$ cat src/design/wies_pkg.sv
`timescale 1ns / 1ps

package wies_pkg;

    localparam int MAX_SSID_BYTES = 32;
    localparam int IDX_W = (MAX_SSID_BYTES > 1) ? $clog2(MAX_SSID_BYTES) : 1;
    localparam int CNT_W = $clog2(MAX_SSID_BYTES + 1);
    localparam int LEN_W = 6;

    localparam logic [1:0] PH_TAG  = 2'd0;
    localparam logic [1:0] PH_LEN  = 2'd1;
    localparam logic [1:0] PH_BODY = 2'd2;

    localparam logic [1:0] SS_NONE   = 2'd0;
    localparam logic [1:0] SS_HIDDEN = 2'd1;
    localparam logic [1:0] SS_TAKEN  = 2'd2;

    localparam logic [7:0] TAG_SSID   = 8'd0;
    localparam logic [7:0] TAG_RSN    = 8'd48;
    localparam logic [7:0] TAG_VENDOR = 8'd221;
    localparam int         PRIVACY_BIT = 4;
    localparam logic [7:0] WPA_MIN_LEN = 8'd4;

    localparam logic [1:0] SEC_OPEN = 2'd0;
    localparam logic [1:0] SEC_WEP  = 2'd1;
    localparam logic [1:0] SEC_WPA  = 2'd2;
    localparam logic [1:0] SEC_RSN  = 2'd3;

    // Run description handed from the parser to the emitter on the last byte.
    typedef struct packed {
        logic             start;
        logic             hidden;
        logic [CNT_W-1:0] count;
        logic [1:0]       sec;
    } run_req_t;

    function automatic logic [7:0] wpa_prefix(input logic [1:0] pos);
        logic [7:0] val;
        case (pos)
            2'd0:    val = 8'h00;
            2'd1:    val = 8'h50;
            2'd2:    val = 8'hf2;
            2'd3:    val = 8'h01;
            default: val = 8'h00;
        endcase
        return val;
    endfunction

endpackage

$ cat src/design/wies_in_if.sv
`timescale 1ns / 1ps

interface wies_in_if;
    logic        valid;
    logic        ready;
    logic [7:0]  ie_byte;
    logic [15:0] capability;
    logic        final_byte;

    modport source (output valid, output ie_byte, output capability, output final_byte,
                    input ready);
    modport sink (input valid, input ie_byte, input capability, input final_byte,
                  output ready);
endinterface

$ cat src/design/wies_out_if.sv
`timescale 1ns / 1ps

interface wies_out_if;
    logic       valid;
    logic       ready;
    logic [7:0] ssid_char;
    logic       char_valid;
    logic       is_hidden;
    logic [5:0] ssid_length;
    logic [1:0] security_class;
    logic       run_end;

    modport source (output valid, output ssid_char, output char_valid, output is_hidden,
                    output ssid_length, output security_class, output run_end,
                    input ready);
    modport sink (input valid, input ssid_char, input char_valid, input is_hidden,
                  input ssid_length, input security_class, input run_end,
                  output ready);
endinterface

$ cat src/design/wies_ram.sv
`timescale 1ns / 1ps

module wies_ram #(
    parameter int WIDTH = 8,
    parameter int DEPTH = 32
) (
    input  logic                                       clk,
    input  logic                                       we,
    input  logic [(DEPTH > 1 ? $clog2(DEPTH) : 1)-1:0] waddr,
    input  logic [WIDTH-1:0]                           wdata,
    input  logic [(DEPTH > 1 ? $clog2(DEPTH) : 1)-1:0] raddr,
    output logic [WIDTH-1:0]                           rdata
);

    logic [WIDTH-1:0] mem [DEPTH];

    always_ff @(posedge clk)
    begin
        if (we)
        begin
            mem[waddr] <= wdata;
        end
        rdata <= mem[raddr];
    end

endmodule

$ cat src/design/wies_parser.sv
`timescale 1ns / 1ps

module wies_parser (
    input  logic                  clk,
    input  logic                  rst_n,
    input  logic                  accept,
    input  logic [7:0]            ie_byte,
    input  logic [15:0]           capability,
    input  logic                  final_byte,
    output logic                  wr_en,
    output logic [wies_pkg::IDX_W-1:0] wr_addr,
    output logic [7:0]            wr_data,
    output wies_pkg::run_req_t    run_req
);
    import wies_pkg::*;

    logic [1:0]       phase_reg, phase_next;
    logic [7:0]       tag_reg, tag_next;
    logic [7:0]       len_reg, len_next;
    logic [7:0]       pos_reg, pos_next;
    logic             oui_reg, oui_next;
    logic             first_nz_reg, first_nz_next;
    logic [CNT_W-1:0] cnt_reg, cnt_next;
    logic [1:0]       status_reg, status_next;
    logic             rsn_reg, rsn_next;
    logic             wpa_reg, wpa_next;
    logic             finish;
    logic [8:0]       pos_inc;

    assign pos_inc = {1'b0, pos_reg} + 9'd1;
    assign wr_data = ie_byte;
    assign wr_addr = pos_reg[IDX_W-1:0];
    assign wr_en   = accept && (phase_reg == PH_BODY) && (tag_reg == TAG_SSID)
                     && (status_reg == SS_NONE) && ({1'b0, pos_reg} < 9'(MAX_SSID_BYTES));

    always_comb
    begin
        phase_next    = phase_reg;
        tag_next      = tag_reg;
        len_next      = len_reg;
        pos_next      = pos_reg;
        oui_next      = oui_reg;
        first_nz_next = first_nz_reg;
        cnt_next      = cnt_reg;
        status_next   = status_reg;
        rsn_next      = rsn_reg;
        wpa_next      = wpa_reg;
        finish        = 1'b0;
        run_req       = '0;

        if (accept)
        begin
            case (phase_reg)
                PH_TAG:
                begin
                    tag_next   = ie_byte;
                    phase_next = PH_LEN;
                end
                PH_LEN:
                begin
                    len_next   = ie_byte;
                    pos_next   = 8'd0;
                    oui_next   = 1'b1;
                    phase_next = PH_BODY;
                    finish     = (ie_byte == 8'd0);
                end
                PH_BODY:
                begin
                    if (wr_en && (pos_reg == 8'd0))
                    begin
                        first_nz_next = (ie_byte != 8'd0);
                    end
                    if ((pos_reg < 8'd4) && (ie_byte != wpa_prefix(pos_reg[1:0])))
                    begin
                        oui_next = 1'b0;
                    end
                    pos_next = pos_inc[7:0];
                    finish   = (pos_inc >= {1'b0, len_reg});
                end
                default:
                begin
                    phase_next = PH_TAG;
                end
            endcase

            // The element is complete: apply its effect.
            if (finish)
            begin
                phase_next = PH_TAG;
                if (tag_next == TAG_SSID)
                begin
                    if (status_reg == SS_NONE)
                    begin
                        if (len_next == 8'd0)
                        begin
                            status_next = SS_HIDDEN;
                        end
                        else if (first_nz_next)
                        begin
                            status_next = SS_TAKEN;
                            cnt_next = (len_next > 8'(MAX_SSID_BYTES))
                                       ? CNT_W'(MAX_SSID_BYTES) : CNT_W'(len_next);
                        end
                    end
                end
                else if (tag_next == TAG_RSN)
                begin
                    rsn_next = 1'b1;
                end
                else if ((tag_next == TAG_VENDOR) && (len_next >= WPA_MIN_LEN) && oui_next)
                begin
                    wpa_next = 1'b1;
                end
            end

            if (final_byte)
            begin
                run_req.start  = 1'b1;
                run_req.hidden = !((status_next == SS_TAKEN) && (cnt_next != '0));
                run_req.count  = cnt_next;
                if (rsn_next)
                    run_req.sec = SEC_RSN;
                else if (wpa_next)
                    run_req.sec = SEC_WPA;
                else if (capability[PRIVACY_BIT])
                    run_req.sec = SEC_WEP;
                else
                    run_req.sec = SEC_OPEN;

                // Clear the per-buffer state for the next frame.
                phase_next    = PH_TAG;
                tag_next      = '0;
                len_next      = '0;
                pos_next      = '0;
                oui_next      = 1'b0;
                first_nz_next = 1'b0;
                cnt_next      = '0;
                status_next   = SS_NONE;
                rsn_next      = 1'b0;
                wpa_next      = 1'b0;
            end
        end
    end

    always_ff @(posedge clk or negedge rst_n)
    begin
        if (!rst_n)
        begin
            phase_reg    <= PH_TAG;
            tag_reg      <= '0;
            len_reg      <= '0;
            pos_reg      <= '0;
            oui_reg      <= 1'b0;
            first_nz_reg <= 1'b0;
            cnt_reg      <= '0;
            status_reg   <= SS_NONE;
            rsn_reg      <= 1'b0;
            wpa_reg      <= 1'b0;
        end
        else
        begin
            phase_reg    <= phase_next;
            tag_reg      <= tag_next;
            len_reg      <= len_next;
            pos_reg      <= pos_next;
            oui_reg      <= oui_next;
            first_nz_reg <= first_nz_next;
            cnt_reg      <= cnt_next;
            status_reg   <= status_next;
            rsn_reg      <= rsn_next;
            wpa_reg      <= wpa_next;
        end
    end

endmodule

$ cat src/design/wies_emit.sv
`timescale 1ns / 1ps

module wies_emit (
    input  logic                       clk,
    input  logic                       rst_n,
    input  wies_pkg::run_req_t         run_req,
    output logic                       busy,
    output logic [wies_pkg::IDX_W-1:0] rd_addr,
    input  logic [7:0]                 rd_data,
    wies_out_if.source                 results
);
    import wies_pkg::*;

    logic             busy_reg, busy_next;
    logic             hidden_reg, hidden_next;
    logic [CNT_W-1:0] cnt_reg, cnt_next;
    logic [1:0]       sec_reg, sec_next;
    logic [CNT_W-1:0] idx_reg, idx_next;
    logic [IDX_W-1:0] raddr_reg, raddr_next;
    logic             pend_reg, pend_next;
    logic             ov_reg, ov_next;
    logic [7:0]       char_reg, char_next;
    logic             cv_reg, cv_next;
    logic             hid_out_reg, hid_out_next;
    logic [LEN_W-1:0] len_out_reg, len_out_next;
    logic [1:0]       sec_out_reg, sec_out_next;
    logic             end_reg, end_next;
    logic             out_free;
    logic             load;
    logic             issue;
    logic             last_pend;

    assign out_free  = !ov_reg || results.ready;
    assign load      = pend_reg && out_free;
    assign issue     = busy_reg && !hidden_reg && (idx_reg < cnt_reg) && (!pend_reg || load);
    assign last_pend = (CNT_W'(raddr_reg) == (cnt_reg - CNT_W'(1)));
    // The RAM keeps returning the last issued entry while a read waits.
    assign rd_addr   = issue ? idx_reg[IDX_W-1:0] : raddr_reg;
    assign busy      = busy_reg;

    always_comb
    begin
        busy_next    = busy_reg;
        hidden_next  = hidden_reg;
        cnt_next     = cnt_reg;
        sec_next     = sec_reg;
        idx_next     = idx_reg;
        raddr_next   = raddr_reg;
        pend_next    = pend_reg;
        ov_next      = ov_reg;
        char_next    = char_reg;
        cv_next      = cv_reg;
        hid_out_next = hid_out_reg;
        len_out_next = len_out_reg;
        sec_out_next = sec_out_reg;
        end_next     = end_reg;

        if (ov_reg && results.ready)
        begin
            ov_next = 1'b0;
        end

        if (run_req.start)
        begin
            busy_next   = 1'b1;
            hidden_next = run_req.hidden;
            cnt_next    = run_req.count;
            sec_next    = run_req.sec;
            idx_next    = '0;
            pend_next   = 1'b0;
        end
        else if (busy_reg && hidden_reg)
        begin
            if (out_free)
            begin
                ov_next      = 1'b1;
                char_next    = 8'd0;
                cv_next      = 1'b0;
                hid_out_next = 1'b1;
                len_out_next = '0;
                sec_out_next = sec_reg;
                end_next     = 1'b1;
                busy_next    = 1'b0;
            end
        end
        else
        begin
            if (load)
            begin
                ov_next      = 1'b1;
                char_next    = rd_data;
                cv_next      = 1'b1;
                hid_out_next = 1'b0;
                len_out_next = LEN_W'(cnt_reg);
                sec_out_next = sec_reg;
                end_next     = last_pend;
                pend_next    = 1'b0;
                if (last_pend)
                begin
                    busy_next = 1'b0;
                end
            end
            if (issue)
            begin
                raddr_next = idx_reg[IDX_W-1:0];
                idx_next   = idx_reg + CNT_W'(1);
                pend_next  = 1'b1;
            end
        end
    end

    always_ff @(posedge clk or negedge rst_n)
    begin
        if (!rst_n)
        begin
            busy_reg   <= 1'b0;
            hidden_reg <= 1'b0;
            cnt_reg    <= '0;
            idx_reg    <= '0;
            raddr_reg  <= '0;
            pend_reg   <= 1'b0;
            ov_reg     <= 1'b0;
        end
        else
        begin
            busy_reg   <= busy_next;
            hidden_reg <= hidden_next;
            cnt_reg    <= cnt_next;
            idx_reg    <= idx_next;
            raddr_reg  <= raddr_next;
            pend_reg   <= pend_next;
            ov_reg     <= ov_next;
        end
    end

    always_ff @(posedge clk)
    begin
        sec_reg     <= sec_next;
        char_reg    <= char_next;
        cv_reg      <= cv_next;
        hid_out_reg <= hid_out_next;
        len_out_reg <= len_out_next;
        sec_out_reg <= sec_out_next;
        end_reg     <= end_next;
    end

    assign results.valid          = ov_reg;
    assign results.ssid_char      = char_reg;
    assign results.char_valid     = cv_reg;
    assign results.is_hidden      = hid_out_reg;
    assign results.ssid_length    = len_out_reg;
    assign results.security_class = sec_out_reg;
    assign results.run_end        = end_reg;

endmodule

$ cat src/design/wlan_info_element_scanner_top.sv
`timescale 1ns / 1ps

// Channel    Role    Payload
// bytes_in   sink    ie_byte, capability, final_byte
// results    source  ssid_char, char_valid, is_hidden, ssid_length, security_class, run_end
//
// Element bytes are taken one per cycle unless the emitter is busy; the first 32 body bytes
// of each SSID element met before one is taken or found hidden go into a 32-entry SSID RAM.
// On the final byte the input stalls while the run is read back: one result per cycle
// when the sink keeps ready high; the input is held until the run's last result is loaded.
// Reset clears all parser and emitter control state; the RAM needs no clearing.
module wlan_info_element_scanner_top (
    input logic        clk,
    input logic        rst_n,
    wies_in_if.sink    bytes_in,
    wies_out_if.source results
);
    import wies_pkg::*;

    logic             accept;
    logic             busy;
    logic             wr_en;
    logic [IDX_W-1:0] wr_addr;
    logic [7:0]       wr_data;
    logic [IDX_W-1:0] rd_addr;
    logic [7:0]       rd_data;
    run_req_t         run_req;

    assign bytes_in.ready = !busy;
    assign accept         = bytes_in.valid && !busy;

    wies_parser u_parser (
        .clk        (clk),
        .rst_n      (rst_n),
        .accept     (accept),
        .ie_byte    (bytes_in.ie_byte),
        .capability (bytes_in.capability),
        .final_byte (bytes_in.final_byte),
        .wr_en      (wr_en),
        .wr_addr    (wr_addr),
        .wr_data    (wr_data),
        .run_req    (run_req)
    );

    wies_ram #(
        .WIDTH (8),
        .DEPTH (MAX_SSID_BYTES)
    ) u_ssid_ram (
        .clk   (clk),
        .we    (wr_en),
        .waddr (wr_addr),
        .wdata (wr_data),
        .raddr (rd_addr),
        .rdata (rd_data)
    );

    wies_emit u_emit (
        .clk     (clk),
        .rst_n   (rst_n),
        .run_req (run_req),
        .busy    (busy),
        .rd_addr (rd_addr),
        .rd_data (rd_data),
        .results (results)
    );

endmodule

$ cat src/flat_wrapper.sv
// flat-port wrapper written by rule: the top's interface ports become plain ports
module wlan_info_element_scanner_top_flat import wies_pkg::*;
  (clk, rst_n, bytes_in_valid, bytes_in_ie_byte, bytes_in_capability, bytes_in_final_byte, bytes_in_ready, results_valid, results_ssid_char, results_char_valid, results_is_hidden, results_ssid_length, results_security_class, results_run_end, results_ready);
  wies_in_if bytes_in_i ();
  wies_out_if results_i ();
  input logic clk;
  input logic rst_n;
  input wire logic [$bits(bytes_in_i.valid)-1:0] bytes_in_valid;
  input wire logic [$bits(bytes_in_i.ie_byte)-1:0] bytes_in_ie_byte;
  input wire logic [$bits(bytes_in_i.capability)-1:0] bytes_in_capability;
  input wire logic [$bits(bytes_in_i.final_byte)-1:0] bytes_in_final_byte;
  output wire logic [$bits(bytes_in_i.ready)-1:0] bytes_in_ready;
  output wire logic [$bits(results_i.valid)-1:0] results_valid;
  output wire logic [$bits(results_i.ssid_char)-1:0] results_ssid_char;
  output wire logic [$bits(results_i.char_valid)-1:0] results_char_valid;
  output wire logic [$bits(results_i.is_hidden)-1:0] results_is_hidden;
  output wire logic [$bits(results_i.ssid_length)-1:0] results_ssid_length;
  output wire logic [$bits(results_i.security_class)-1:0] results_security_class;
  output wire logic [$bits(results_i.run_end)-1:0] results_run_end;
  input wire logic [$bits(results_i.ready)-1:0] results_ready;
  assign bytes_in_i.valid = bytes_in_valid;
  assign bytes_in_i.ie_byte = bytes_in_ie_byte;
  assign bytes_in_i.capability = bytes_in_capability;
  assign bytes_in_i.final_byte = bytes_in_final_byte;
  assign bytes_in_ready = bytes_in_i.ready;
  assign results_valid = results_i.valid;
  assign results_ssid_char = results_i.ssid_char;
  assign results_char_valid = results_i.char_valid;
  assign results_is_hidden = results_i.is_hidden;
  assign results_ssid_length = results_i.ssid_length;
  assign results_security_class = results_i.security_class;
  assign results_run_end = results_i.run_end;
  assign results_i.ready = results_ready;
  wlan_info_element_scanner_top u_core (.clk(clk), .rst_n(rst_n), .bytes_in(bytes_in_i), .results(results_i));
endmodule
$ cat config.mk
export PLATFORM = sky130hd
export DESIGN_NAME = wlan_info_element_scanner_top_flat
export DESIGN_NICKNAME = d
export VERILOG_FILES = /design/src/design/wies_pkg.sv /design/src/design/wies_in_if.sv /design/src/design/wies_out_if.sv /design/src/design/wies_ram.sv /design/src/design/wies_parser.sv /design/src/design/wies_emit.sv /design/src/design/wlan_info_element_scanner_top.sv /design/src/flat_wrapper.sv
export SDC_FILE = /design/constraint.sdc
export NUM_CORES = 1
export LEC_CHECK = 0
export ABC_AREA = 1
export BUFFER_PORTS_ARGS = -buffer_cell sky130_fd_sc_hd__buf_2
export CAP_MARGIN = 20
export CORE_ASPECT_RATIO = 1.75
export CORE_MARGIN = 5
export CORE_UTILIZATION = 56
export DETAILED_ROUTE_END_ITERATION = 12
export HOLD_SLACK_MARGIN = 0.12
export PLACE_DENSITY_LB_ADDON = 0.08
export SLEW_MARGIN = 20
export SYNTH_ARGS = -nofsm -noshare
export SYNTH_HDL_FRONTEND = slang
export SYNTH_HIERARCHICAL = 1
export SYNTH_SLANG_ARGS = --single-unit
$ cat constraint.sdc
create_clock -name clk -period 2.8 [get_ports clk]
set_clock_uncertainty 0.05 [all_clocks]
set_input_delay 0.28 -clock clk [delete_from_list [all_inputs] [get_ports clk]]
set_output_delay 0.28 -clock clk [all_outputs]
set_load 0.02 [all_outputs]
==> results of run 1 <==
==> kinds of logic after synthesis <==
family | share of synthesized area [%]
AO/OA/AOI/OAI | 4.02
adder cells (fa/ha/maj) | 1.83
buffers and inverters | 6.56
XOR/XNOR | 0.446
AND/OR/NAND/NOR | 23.9
flip-flops | 63.3
==> Yosys cell counts, types with 3 or more instances <==
cell type | number | share of area (%)
sky130_fd_sc_hd__xor2_1 | 7 | 0.39
sky130_fd_sc_hd__nor4_1 | 4 | 0.16
sky130_fd_sc_hd__buf_2 | 18 | 0.57
sky130_fd_sc_hd__o21ai_2 | 8 | 0.45
sky130_fd_sc_hd__dfxtp_1 | 8 | 1.0
sky130_fd_sc_hd__nor2_2 | 7 | 0.28
sky130_fd_sc_hd__clkinv_1 | 3 | 0.072
sky130_fd_sc_hd__buf_6 | 27 | 1.9
sky130_fd_sc_hd__dfrtp_1 | 59 | 9.4
sky130_fd_sc_hd__inv_1 | 104 | 2.5
sky130_fd_sc_hd__o22ai_1 | 19 | 0.76
sky130_fd_sc_hd__nor2_1 | 102 | 2.4
sky130_fd_sc_hd__edfxtp_1 | 277 | 53
sky130_fd_sc_hd__o21ai_1 | 15 | 0.48
sky130_fd_sc_hd__buf_1 | 3 | 0.072
sky130_fd_sc_hd__nor3_1 | 4 | 0.13
sky130_fd_sc_hd__a21o_1 | 3 | 0.14
sky130_fd_sc_hd__clkbuf_1 | 12 | 0.29
sky130_fd_sc_hd__nand2_2 | 12 | 0.48
sky130_fd_sc_hd__nand2_1 | 487 | 12
sky130_fd_sc_hd__o21ai_0 | 32 | 1.0
sky130_fd_sc_hd__ha_1 | 23 | 1.8
sky130_fd_sc_hd__buf_4 | 18 | 0.86
sky130_fd_sc_hd__inv_2 | 12 | 0.29
sky130_fd_sc_hd__a21oi_1 | 12 | 0.38
sky130_fd_sc_hd__nand3_1 | 235 | 7.5
sky130_fd_sc_hd__nand4_1 | 13 | 0.52
==> critical path, delay by kind of cell (launching register included) <==
family,cells,cell delay [ps]
flip-flops,1,390
AO/OA/AOI/OAI,2,290
XOR/XNOR,1,170
AND/OR/NAND/NOR,15,1390
buffers and inverters,2,240
adder cells (fa/ha/maj),2,420
==> worst paths after layout <==
check,cells after the start,end,from,slack [ps]
worst max-delay path,22,u_core/u_emit/hidden_reg,u_core/u_parser/pos_reg[0],-230
worst min-delay path,5,u_core/u_parser/tag_reg[4],bytes_in_ie_byte[4],140
worst max register to register,22,u_core/u_emit/hidden_reg,u_core/u_parser/pos_reg[0],-230
worst min register to register,0,u_core/u_emit/results.security_class[1],u_core/u_emit/sec_reg[1],400
max in group asynchronous,3,u_core/u_parser/pos_reg[7],rst_n,1710
min in group asynchronous,2,u_core/u_emit/raddr_reg[3],rst_n,190
==> stage by stage <==
step	utilization, %	setup slack [ps]	TNS [ps]	instances	cell area [µm²]
2_1_floorplan	-	4.28	0	1549	15700
3_5_place_dp	60.7	-363	-3520	2005	16900
5_1_grt	68.3	-435	-4230	2096	19000
4_1_cts	67.4	-198	-987	2090	18800
6_report	68.3	-227	-1350	2096	19000
3_3_place_gp	60.7	-376	-3150	2005	16900
==> report_power, final <==
group | switching [mW] | total [mW] | internal (mW) | leakage, nW
Clock | 1.88 | 4.49 | 2.61 | 0.512
Combinational | 5.24 | 8.44 | 3.20 | 3.98
Sequential | 0.214 | 6.13 | 5.92 | 3.36
Total | 7.34 | 19.1 | 11.7 | 7.85
==> area by class of cell <==
| type | count | area (µm²) | share of cell area [%] |
|---|---|---|---|
| sequential | 344 | 9950 | 52.3 |
| inverter | 119 | 454 | 2.39 |
| multi-input combinational | 1009 | 5250 | 27.6 |
| timing repair buffer | 195 | 1830 | 9.63 |
| clock inverter | 17 | 233 | 1.22 |
| tap | 373 | 467 | 2.45 |
| clock buffer | 39 | 846 | 4.44 |
==> what timing repair did <==
action                                  in CTS  in global routing
hold buffers                                 5                  0
endpoints found under the hold margin       45                  0
resized for setup                           91                 49
buffers inserted                            17                  5
pin swaps                                   36                 25
cloned                                       8                  1
endpoints found under the setup margin      25                 29
==> routing by layer <==
| layer | share of wire, % | vias to the layer above | track usage (%) |
|---|---|---|---|
| li1 | - | 5524 | - |
| met5 | 0 | - | 0 |
| met4 | 6.3 | 0 | 16.0 |
| met1 | 35 | 5664 | 29.7 |
| met2 | 55 | 350 | 49.3 |
| met3 | 4.2 | 114 | 2.54 |
==> impl_results.rst, run 1 <==
.. list-table::
   :header-rows: 1

   * - Metric
     - Value
   * - Outcome
     - finished with violations
   * - Failing checks
     - setup timing
   * - Register with the highest flop count
     - u_core/u_ssid_ram/mem
   * - Std-Cell Core Area
     - approximately 28000 µm²
   * - Detailed-route wire length per cell
     - around 20 µm
   * - Setup repair after global routing missed its margin
     - yes
   * - Die area
     - ~32000 µm²
   * - PwrDens
     - between 1000 and 1500 nW/µm²
   * - Number of iterations in the first detailed-routing pass
     - 4
   * - Count of port buffers added during placement
     - 34
   * - Required time at the worst-slack endpoint
     - approximately 3200 ps
   * - First-pass GRT wire length
     - roughly 65000 µm
   * - Tot Pwr
     - 19.1 mW
   * - Setup-failing EPs final
     - 16
   * - Highest achievable clock rate
     - ~330 MHz
   * - Fraction of registers with async set or reset after synthesis
     - around 17%
   * - Global-route usage over all layers
     - between 20% and 30%
   * - Post-Syn Instances
     - 1549
   * - Routed via count divided by cell count
     - about 5.6
   * - Post-synthesis area per instance
     - 10.2 µm²
   * - CP arrival
     - approximately 3500 ps
   * - Relative area change from synthesis to final layout
     - 21.1%
   * - Number of distinct standard cells referenced by the synthesized netlist
     - 45
   * - Min Hold Slack
     - between 100 and 150 ps
   * - HPWL Detailed
     - 26700 µm
   * - H-tree Lvls
     - 1
   * - Final WS setup
     - -227 ps
   * - Number of antenna violations at the first check in global routing
     - 0
   * - Summed instance area of the synthesized netlist
     - 15700 µm²
   * - Slew at the pin with the worst max-slew slack
     - between 700 and 800 ps
   * - Starting density of the core
     - between 50% and 60%
   * - Post-synth EDFFs
     - approximately 280
   * - Commonest non-fill, non-tap cell in the layout
     - sky130_fd_sc_hd__nand2_1
   * - Share of the cycle needed by the critical path after routing
     - 108%
   * - Leakage power of the design
     - a little under 8 nW
   * - Maximum number of buffers from clock root to sink
     - 3
   * - Sort of element at the start of the critical path
     - flip-flop
   * - Antenna diode instance count
     - 0
   * - Ports
     - 50
   * - Number of global-route vias before repair
     - 12100
   * - Maximum fanout along the worst path
     - 5
   * - Width of the die
     - approximately 140 µm
   * - Flip-flop count of the largest register, all copies and words added
     - between 200 and 300
   * - CTS buffer count
     - 30
   * - Worst stage delay on the critical path
     - approximately 390 ps
   * - Final Routed Wirelength
     - ~42000 µm
   * - Number of synthesized register bits
     - between 300 and 400
   * - Die height
     - around 230 µm
   * - Remaining antenna violation count after routing
     - 0
   * - Max-cap violation count
     - 0
   * - Crit Path Class
     - flip-flop to flip-flop
   * - Number of clock sinks seen by CTS
     - between 300 and 400
   * - Nets@finish
     - approximately 1800
   * - Cell occurring most often along the worst timing path
     - sky130_fd_sc_hd__nand3_2
   * - Number of fillers in the final layout
     - about 2100
   * - Layout cells sized above 1
     - 23.3%
   * - Rel. slew slack
     - 49.7%
   * - Largest net degree at the start of global routing
     - 34
   * - Most used cells in the layout excluding fill and tap cells
     - sky130_fd_sc_hd__nand2_1 (459), sky130_fd_sc_hd__edfxtp_1 (277), sky130_fd_sc_hd__nand3_1 (186)
   * - Critical path capture point type
     - flip-flop
   * - Max stage delay cell, worst path
     - sky130_fd_sc_hd__dfrtp_1
   * - Net count after synthesis
     - 1601
   * - Clock transition at the registers of the reported paths
     - roughly 70 ps
   * - Clock tree from TritonCTS
     - built
   * - Clock Latency Late Sink
     - approximately 570 ps
   * - Most common flop cell mapped by yosys
     - sky130_fd_sc_hd__edfxtp_1
   * - Total congestion overflow after global routing
     - 0
   * - Max-slew violation total from the final report
     - 0
   * - Worst min-delay path class
     - primary input to flip-flop
   * - Total of warnings raised by yosys
     - 6
   * - Minimum period implied by the final worst setup slack
     - between 3000 and 4000 ps
   * - Detailed-route via count
     - between 10000 and 15000
   * - Sequential element share of the synthesized area
     - between 60% and 70%
   * - Worst voltage drop across the vdd grid
     - 675 µV
   * - Master cell of the clock root buffer
     - sky130_fd_sc_hd__clkbuf_16
   * - DRC marker count from the first detailed-route iteration
     - 828
   * - Floorplan row count
     - 81
   * - Hold violation total from the final report
     - 0
   * - CP Cell Sequence
     - ha_2 > nand2_2 > nor2_4 > nand3_2 > xor2_1 > inv_1 > ha_4 > a21o_1 > nand3_1 > nand2_1 > nor2_2 > nand3_2 > nand2_4 > nand2_4 > buf_6 > nand4_1 > nand2_1 > nor2_2 > nand3_2 > a21oi_2 > nor2_1 > nor2_1
   * - Number of remaining DRC errors
     - 0
   * - Final weighted congestion in routability-driven placement
     - 0.905
Power figures use the tool's default switching activity.
==> inputs of run 2 (changes only) <==
Settings changed: GPL_TIMING_DRIVEN set to 0, PLACE_DENSITY set to 0.75, PLACE_DENSITY_LB_ADDON 0.08 to not set.
==> run 2 against run 1 <==
The flow still finishes with violations (setup timing). Critical endpoint unchanged. Critical path type unchanged. Via count up 4.3%. Hold slack lost 4.6 ps. Highest routed layer unchanged. Clock power up 4.7%. Power up 7.8%. Fmax fell by 4.7%. Sequential share of layout area fell by 2.3 points. Global-route usage increased by 1.3 points. Worst setup slack lost 150 ps. Critical path depth is 3 lower.
==> impl_results.rst, run 2 (synthesis results as in run 1) <==
.. list-table::
   :header-rows: 1

   * - Metric
     - Value
   * - Final WS setup
     - -376 ps (was -227 ps)
   * - Final weighted congestion in routability-driven placement
     - 0.971 (was 0.905)
   * - Highest achievable clock rate
     - 315 MHz (was 330 MHz)
   * - Flip-flop count of the largest register, all copies and words added
     - 256 (unchanged)
   * - Floorplan row count
     - 81 (unchanged)
   * - Number of antenna violations at the first check in global routing
     - 0 (unchanged)
   * - Number of remaining DRC errors
     - 0 (unchanged)
   * - First-pass GRT wire length
     - 66900 µm (was 65000 µm)
   * - Required time at the worst-slack endpoint
     - 3240 ps (about the same)
   * - Worst min-delay path class
     - primary input to flip-flop (unchanged)
   * - Critical path capture point type
     - flip-flop (unchanged)
   * - Detailed-route wire length per cell
     - 22.1 µm (was 19.9 µm)
   * - Number of clock sinks seen by CTS
     - 344 (unchanged)
   * - Die height
     - 232 µm (unchanged)
   * - DRC marker count from the first detailed-route iteration
     - 905 (was 828)
   * - Maximum fanout along the worst path
     - 10 (was 5)
   * - Final cell area excluding filler cells
     - 19900 µm² (was 19000 µm²)
   * - Outcome
     - finished with violations (unchanged)
   * - Starting density of the core
     - 56.4% (unchanged)
   * - H-tree Lvls
     - 1 (unchanged)
   * - Depth of the most critical reg-to-reg path
     - 19 (was 22)
   * - Final Routed Wirelength
     - 45800 µm (was 41700 µm)
   * - Die area
     - 31700 µm² (unchanged)
   * - Count of port buffers added during placement
     - 34 (unchanged)
   * - Layout cells sized above 1
     - 32.0% (was 23.3%)
   * - Minimum period implied by the final worst setup slack
     - 3180 ps (was 3030 ps)
   * - Number of fillers in the final layout
     - 1789 (was 2091)
   * - Setup repair after global routing missed its margin
     - yes (unchanged)
   * - Leakage power of the design
     - 7.98 nW (was 7.85 nW)
   * - Worst voltage drop across the vdd grid
     - 899 µV (was 675 µV)
   * - Clock Latency Late Sink
     - 570 ps (about the same)
   * - CP arrival
     - 3620 ps (was 3470 ps)
   * - HPWL Detailed
     - 29300 µm (was 26700 µm)
   * - Worst hold path stage count
     - 5 (unchanged)
   * - Std-Cell Core Area
     - 27900 µm² (unchanged)
   * - Number of global-route vias before repair
     - 12000 (was 12100)
   * - Width of the die
     - 137 µm (unchanged)
   * - Commonest non-fill, non-tap cell in the layout
     - sky130_fd_sc_hd__nand2_1 (unchanged)
   * - Rel. slew slack
     - 46.3% (was 49.7%)
   * - Clock tree from TritonCTS
     - built (unchanged)
   * - Max-cap violation count
     - 0 (unchanged)
   * - Master cell of the clock root buffer
     - sky130_fd_sc_hd__clkbuf_16 (unchanged)
   * - Total congestion overflow after global routing
     - 0 (unchanged)
   * - Failing checks
     - setup timing (unchanged)
   * - Number of iterations in the first detailed-routing pass
     - 6 (was 4)
   * - Antenna diode instance count
     - 0 (unchanged)
   * - CTS buffer count
     - 31 (was 30)
   * - Ports
     - 50 (unchanged)
   * - Nets@finish
     - 1730 (was 1751)
   * - Setup TNS
     - -3710 ps (was -1350 ps)
   * - Max-slew violation total from the final report
     - 0 (unchanged)
   * - Relative area change from synthesis to final layout
     - 26.6% (was 21.1%)
   * - DP Area
     - 16400 µm² (was 16900 µm²)
   * - Setup-failing EPs final
     - 24 (was 16)
   * - Remaining antenna violation count after routing
     - 0 (unchanged)
   * - Register with the highest flop count
     - u_core/u_ssid_ram/mem (unchanged)
   * - Sort of element at the start of the critical path
     - flip-flop (unchanged)
   * - Detailed-route via count
     - 12100 (was 11700)
   * - Most used cells in the layout excluding fill and tap cells
     - sky130_fd_sc_hd__nand2_1 (395), sky130_fd_sc_hd__edfxtp_1 (277), sky130_fd_sc_hd__nand3_1 (126) (was sky130_fd_sc_hd__nand2_1 (459), sky130_fd_sc_hd__edfxtp_1 (277), sky130_fd_sc_hd__nand3_1 (186))
   * - Slew at the pin with the worst max-slew slack
     - 806 ps (was 751 ps)
   * - Routed via count divided by cell count
     - 5.85 (was 5.56)
   * - Share of the cycle needed by the critical path after routing
     - 113% (was 108%)
   * - Crit Path Class
     - flip-flop to flip-flop (unchanged)
   * - Maximum number of buffers from clock root to sink
     - 3 (unchanged)
   * - Clock transition at the registers of the reported paths
     - 70 ps (about the same)
   * - Global-route usage over all layers
     - 28.2% (was 26.9%)
   * - PwrDens
     - 1030 nW/µm² (was 1000 nW/µm²)
   * - Largest net degree at the start of global routing
     - 60 (was 34)
   * - Hold violation total from the final report
     - 0 (unchanged)
run 2: cell types whose count changed in the layout (fill, tap and decap cells not counted), moves of 8 or more:
cell / change
sky130_fd_sc_hd__nand2_2: +52
sky130_fd_sc_hd__buf_4: -67
sky130_fd_sc_hd__nand2_4: +11
sky130_fd_sc_hd__nand3_2: +45
sky130_fd_sc_hd__nand3_1: -60
sky130_fd_sc_hd__buf_8: +14
sky130_fd_sc_hd__nand3_4: +15
sky130_fd_sc_hd__buf_6: +19
sky130_fd_sc_hd__nand2_1: -64
sky130_fd_sc_hd__nor2_4: +32
sky130_fd_sc_hd__nor2_1: -30
sky130_fd_sc_hd__buf_2: +8
sky130_fd_sc_hd__buf_12: -8
run 2: metal layers:
| layer | global-route usage (%) | share of wire (%) | wire length [µm] | up-vias |
|---|---|---|---|---|
| li1 | - | - | - | 5487 |
| met2 | 51.4 | 54 | 24800 | 639 |
| met5 | 0 | 0 | 0 | - |
| met1 | 29.7 | 32 | 14500 | 5847 |
| met4 | 19.1 | 7.7 | 3540 | 0 |
| met3 | 3.32 | 6.4 | 2920 | 175 |
run 2: worst max-delay path, cell delays in order (launching register included):
cell and delay [ps]:
sky130_fd_sc_hd__dfrtp_1 380, sky130_fd_sc_hd__inv_1 140, sky130_fd_sc_hd__ha_1 350, sky130_fd_sc_hd__buf_6 190
sky130_fd_sc_hd__nand2_1 60, sky130_fd_sc_hd__o21ai_1 300, sky130_fd_sc_hd__nand2_1 250, sky130_fd_sc_hd__nor2_2 140
sky130_fd_sc_hd__nand2_2 80, sky130_fd_sc_hd__inv_1 60, sky130_fd_sc_hd__nor2_1 70, sky130_fd_sc_hd__nand3_1 110
sky130_fd_sc_hd__nand2_1 100, sky130_fd_sc_hd__nor2_1 200, sky130_fd_sc_hd__nor2_2 80, sky130_fd_sc_hd__nor2_2 100
sky130_fd_sc_hd__nand3_2 100, sky130_fd_sc_hd__a21oi_4 160, sky130_fd_sc_hd__nor2_1 60, sky130_fd_sc_hd__nor2_1 110
run 2: through the flow:
stage | cells | power (mW) | setup slack, ps | hold slack (ps) | util, %
floorplan | 1549 | 10.8 | 4.28 | -65.6 | -
global placement | 1956 | 13.0 | -691 | 359 | 58.7
detailed placement | 1957 | 13.2 | -776 | 348 | 58.8
CTS | 2054 | 19.6 | -379 | 125 | 68.7
global route | 2075 | 21.4 | -570 | 182 | 71.4
finish | 2075 | 20.6 | -376 | 140 | 71.4
run 2: cell type report:
cell class,count,area (µm²),area share [%]
Tap cell,373,467,2.34
Multi-Input combinational cell,1008,6190,31.1
Sequential cell,344,9960,50.0
Clock inverter,19,318,1.60
Buffer,77,743,3.73
Clock buffer,38,812,4.08
Inverter,119,463,2.32
Timing Repair Buffer,97,961,4.83
run 2: final timing paths:
check                                                                to  slack [ps]                         start
worst max-delay path                           u_core/u_emit/hidden_reg        -380  u_core/u_parser/phase_reg[1]
worst min-delay path                         u_core/u_parser/tag_reg[1]         140           bytes_in_ie_byte[1]
worst max register to register                 u_core/u_emit/hidden_reg        -380  u_core/u_parser/phase_reg[1]
worst min register to register  u_core/u_emit/results.security_class[0]         390      u_core/u_emit/sec_reg[0]
max in group asynchronous                    u_core/u_parser/pos_reg[2]        1830                         rst_n
min in group asynchronous                      u_core/u_emit/hidden_reg         280                         rst_n
run 2: power breakdown:
part           leakage [nW]  internal, mW  switching [mW]
Combinational          4.09          3.58            6.14
Clock                 0.530          2.81            1.90
Sequential             3.36          5.92           0.213
run 2: repair_timing:
item,in CTS,in global routing
hold buffers,4,0
endpoints found under the hold margin,64,0
buffers inserted,29,22
pin swaps,93,76
resized for setup,281,159
setup endpoints to repair,285,285
gates cloned,9,0
==> inputs of run 3 (changes only) <==
Settings changed: RECOVER_POWER set to 50.
==> run 3 against run 2 <==
Combinational power barely moved. Sequential power about the same. Critical path depth is the same. Global-route usage stayed put. Hold slack better by 52 ps. Routed wire length increased by 0.39%. Power is 0.10% higher. Design area shrank 0.26%. The flow finishes with violations (capacitance limit, slew limit, setup timing). Worst setup slack better by 33 ps. Non-clock buffer count unchanged. Critical endpoint unchanged. Fmax rose by 1.1%. Sequential share of layout area is 0.13 points higher.
==> impl_results.rst, run 3 (synthesis results as in run 1) <==
.. list-table::
   :header-rows: 1

   * - Metric
     - Value
   * - Ports
     - 50 (unchanged)
   * - Global-route usage over all layers
     - 28.2% (unchanged)
   * - Maximum number of buffers from clock root to sink
     - 3 (unchanged)
   * - Die area
     - 31700 µm² (unchanged)
   * - Worst min-delay path class
     - primary input to flip-flop (unchanged)
   * - DRC marker count from the first detailed-route iteration
     - 1022 (was 905)
   * - Total congestion overflow after global routing
     - 0 (unchanged)
   * - Crit Path Class
     - flip-flop to flip-flop (unchanged)
   * - Dominant delay contributor by cell family on the critical path
     - simple AND/OR/NAND/NOR gates (unchanged)
   * - Number of global-route vias before repair
     - 12000 (unchanged)
   * - Number of iterations in the first detailed-routing pass
     - 6 (unchanged)
   * - Min Hold Slack
     - 192 ps (was 140 ps)
   * - Starting density of the core
     - 56.4% (unchanged)
   * - Share of the cycle needed by the critical path after routing
     - 112% (was 113%)
   * - Maximum fanout along the worst path
     - 10 (unchanged)
   * - Detailed-route via count
     - 12200 (was 12100)
   * - Final WS setup
     - -343 ps (was -376 ps)
   * - Clock Latency Late Sink
     - 570 ps (about the same)
   * - Register with the highest flop count
     - u_core/u_ssid_ram/mem (unchanged)
   * - Critical path capture point type
     - flip-flop (unchanged)
   * - Buffering stage count on the worst path with inverters included
     - 3 (unchanged)
   * - Remaining antenna violation count after routing
     - 0 (unchanged)
   * - Cell occurring most often along the worst timing path
     - sky130_fd_sc_hd__nor2_1 (unchanged)
   * - Relative area change from synthesis to final layout
     - 26.3% (was 26.6%)
   * - Count of port buffers added during placement
     - 34 (unchanged)
   * - Clock transition at the registers of the reported paths
     - 60 ps (was 70 ps)
   * - Failing checks
     - capacitance limit, slew limit, setup timing (was setup timing)
   * - Layout cells sized above 1
     - 30.6% (was 32.0%)
   * - Nets@finish
     - 1730 (unchanged)
   * - Final weighted congestion in routability-driven placement
     - 0.971 (unchanged)
   * - Clock tree from TritonCTS
     - built (unchanged)
   * - Most used cells in the layout excluding fill and tap cells
     - sky130_fd_sc_hd__nand2_1 (395), sky130_fd_sc_hd__edfxtp_1 (277), sky130_fd_sc_hd__nand3_1 (126) (unchanged)
   * - CTS buffer count
     - 31 (unchanged)
   * - Core Util, Final
     - 71.3% (was 71.4%)
   * - Number of clock sinks seen by CTS
     - 344 (unchanged)
   * - Slew at the pin with the worst max-slew slack
     - 2000 ps (was 806 ps)
   * - CP Cell Sequence
     - inv_1 > ha_1 > buf_6 > nand2_1 > o21ai_1 > nand2_1 > nor2_2 > nand2_2 > inv_1 > nor2_1 > nand3_1 > nand2_1 > nor2_1 > nor2_2 > nor2_2 > nand3_2 > a21oi_4 > nor2_1 > nor2_1 (unchanged)
   * - Final Routed Wirelength
     - 46000 µm (was 45800 µm)
   * - Leakage power of the design
     - 7.90 nW (was 7.98 nW)
   * - Flip-flop count of the largest register, all copies and words added
     - 256 (unchanged)
   * - Minimum period implied by the final worst setup slack
     - 3140 ps (was 3180 ps)
   * - Highest achievable clock rate
     - 318 MHz (was 315 MHz)
   * - Largest net degree at the start of global routing
     - 60 (unchanged)
   * - H-tree Lvls
     - 1 (unchanged)
   * - Max-slew violation total from the final report
     - 324 (was 0)
   * - Outcome
     - finished with violations (unchanged)
   * - Sort of element at the start of the critical path
     - flip-flop (unchanged)
   * - Number of antenna violations at the first check in global routing
     - 0 (unchanged)
   * - Rel. slew slack
     - -33.0% (was 46.3%)
   * - Setup repair after global routing missed its margin
     - yes (unchanged)
   * - Max-cap violation count
     - 9 (was 0)
   * - CP arrival
     - 3590 ps (was 3620 ps)
   * - Width of the die
     - 137 µm (unchanged)
   * - Setup-failing EPs final
     - 24 (unchanged)
   * - Worst voltage drop across the vdd grid
     - 889 µV (was 899 µV)
   * - HPWL Detailed
     - 29300 µm (unchanged)
   * - Antenna diode instance count
     - 0 (unchanged)
   * - Routed via count divided by cell count
     - 5.87 (was 5.85)
   * - Max stage delay cell, worst path
     - sky130_fd_sc_hd__dfrtp_1 (unchanged)
   * - Master cell of the clock root buffer
     - sky130_fd_sc_hd__clkbuf_16 (unchanged)
   * - Required time at the worst-slack endpoint
     - 3240 ps (about the same)
   * - First-pass GRT wire length
     - 66900 µm (unchanged)
   * - Floorplan row count
     - 81 (unchanged)
   * - Commonest non-fill, non-tap cell in the layout
     - sky130_fd_sc_hd__nand2_1 (unchanged)
   * - PwrDens
     - 1040 nW/µm² (was 1030 nW/µm²)
   * - Die height
     - 232 µm (unchanged)
   * - Number of remaining DRC errors
     - 0 (unchanged)
   * - Hold violation total from the final report
     - 0 (unchanged)
   * - Worst stage delay on the critical path
     - 380 ps (about the same)
   * - Detailed-route wire length per cell
     - 22.2 µm (was 22.1 µm)
   * - Std-Cell Core Area
     - 27900 µm² (unchanged)
run 3: what timing repair did:
action,CTS,global route
buffers inserted,29,22
hold buffers,4,0
cloned,9,0
endpoints found under the hold margin,64,0
setup endpoints to repair,285,285
pin swaps,93,76
gates resized for setup,281,159
run 3: power by group:
part / switching [mW] / internal, mW / total [mW]
logic: 6.17 / 3.56 / 9.73
clock network: 1.90 / 2.81 / 4.71
registers: 0.214 / 5.92 / 6.14
run 3: worst paths after layout:
check,from,to,slack (ps),depth (start not counted)
max reg2reg,u_core/u_parser/phase_reg[1],u_core/u_emit/hidden_reg,-340,19
min,bytes_in_ie_byte[1],u_core/u_parser/tag_reg[1],190,5
min in group asynchronous,rst_n,u_core/u_emit/hidden_reg,560,2
max in group asynchronous,rst_n,u_core/u_parser/pos_reg[1],1090,2
max,u_core/u_parser/phase_reg[1],u_core/u_emit/hidden_reg,-340,19
min reg2reg,u_core/u_emit/sec_reg[0],u_core/u_emit/results.security_class[0],390,0
run 3: routing by layer:
layer	routed length (µm)	GRT usage (%)
met3	2680	3.32
met1	14900	29.7
met5	0	0
met4	3670	19.1
met2	24700	51.4
run 3: stage by stage:
| stage | std cells | power (mW) | setup TNS [ps] | setup slack, ps | cell area, µm² |
|---|---|---|---|---|---|
| finish | 2075 | 20.6 | -3550 | -343 | 19900 |
| global route | 2075 | 21.4 | -7920 | -570 | 19900 |
| CTS | 2054 | 19.6 | -6120 | -379 | 19100 |
| detailed placement | 1957 | 13.2 | -171610 | -776 | 16400 |
| global placement | 1956 | 13.0 | -162280 | -691 | 16400 |
| floorplan | 1549 | 10.8 | 0 | 4.28 | 15700 |
run 3: layout make-up:
cell class | instances | area, µm²
sequential | 344 | 9960
fill | 1808 | 8010
multi-input combinational | 1008 | 6190
timing repair buffer | 97 | 938
clock buffer | 38 | 812
buffer | 77 | 713
tap | 373 | 467
inverter | 119 | 463
clock inverter | 19 | 318
run 3: worst min-delay path: cells and delay by family:
| kind | cells | cell delay, ps |
|---|---|---|
| buffers and inverters | 2 | 240 |
| AO/OA/AOI/OAI | 2 | 160 |
| AND/OR/NAND/NOR | 1 | 90 |
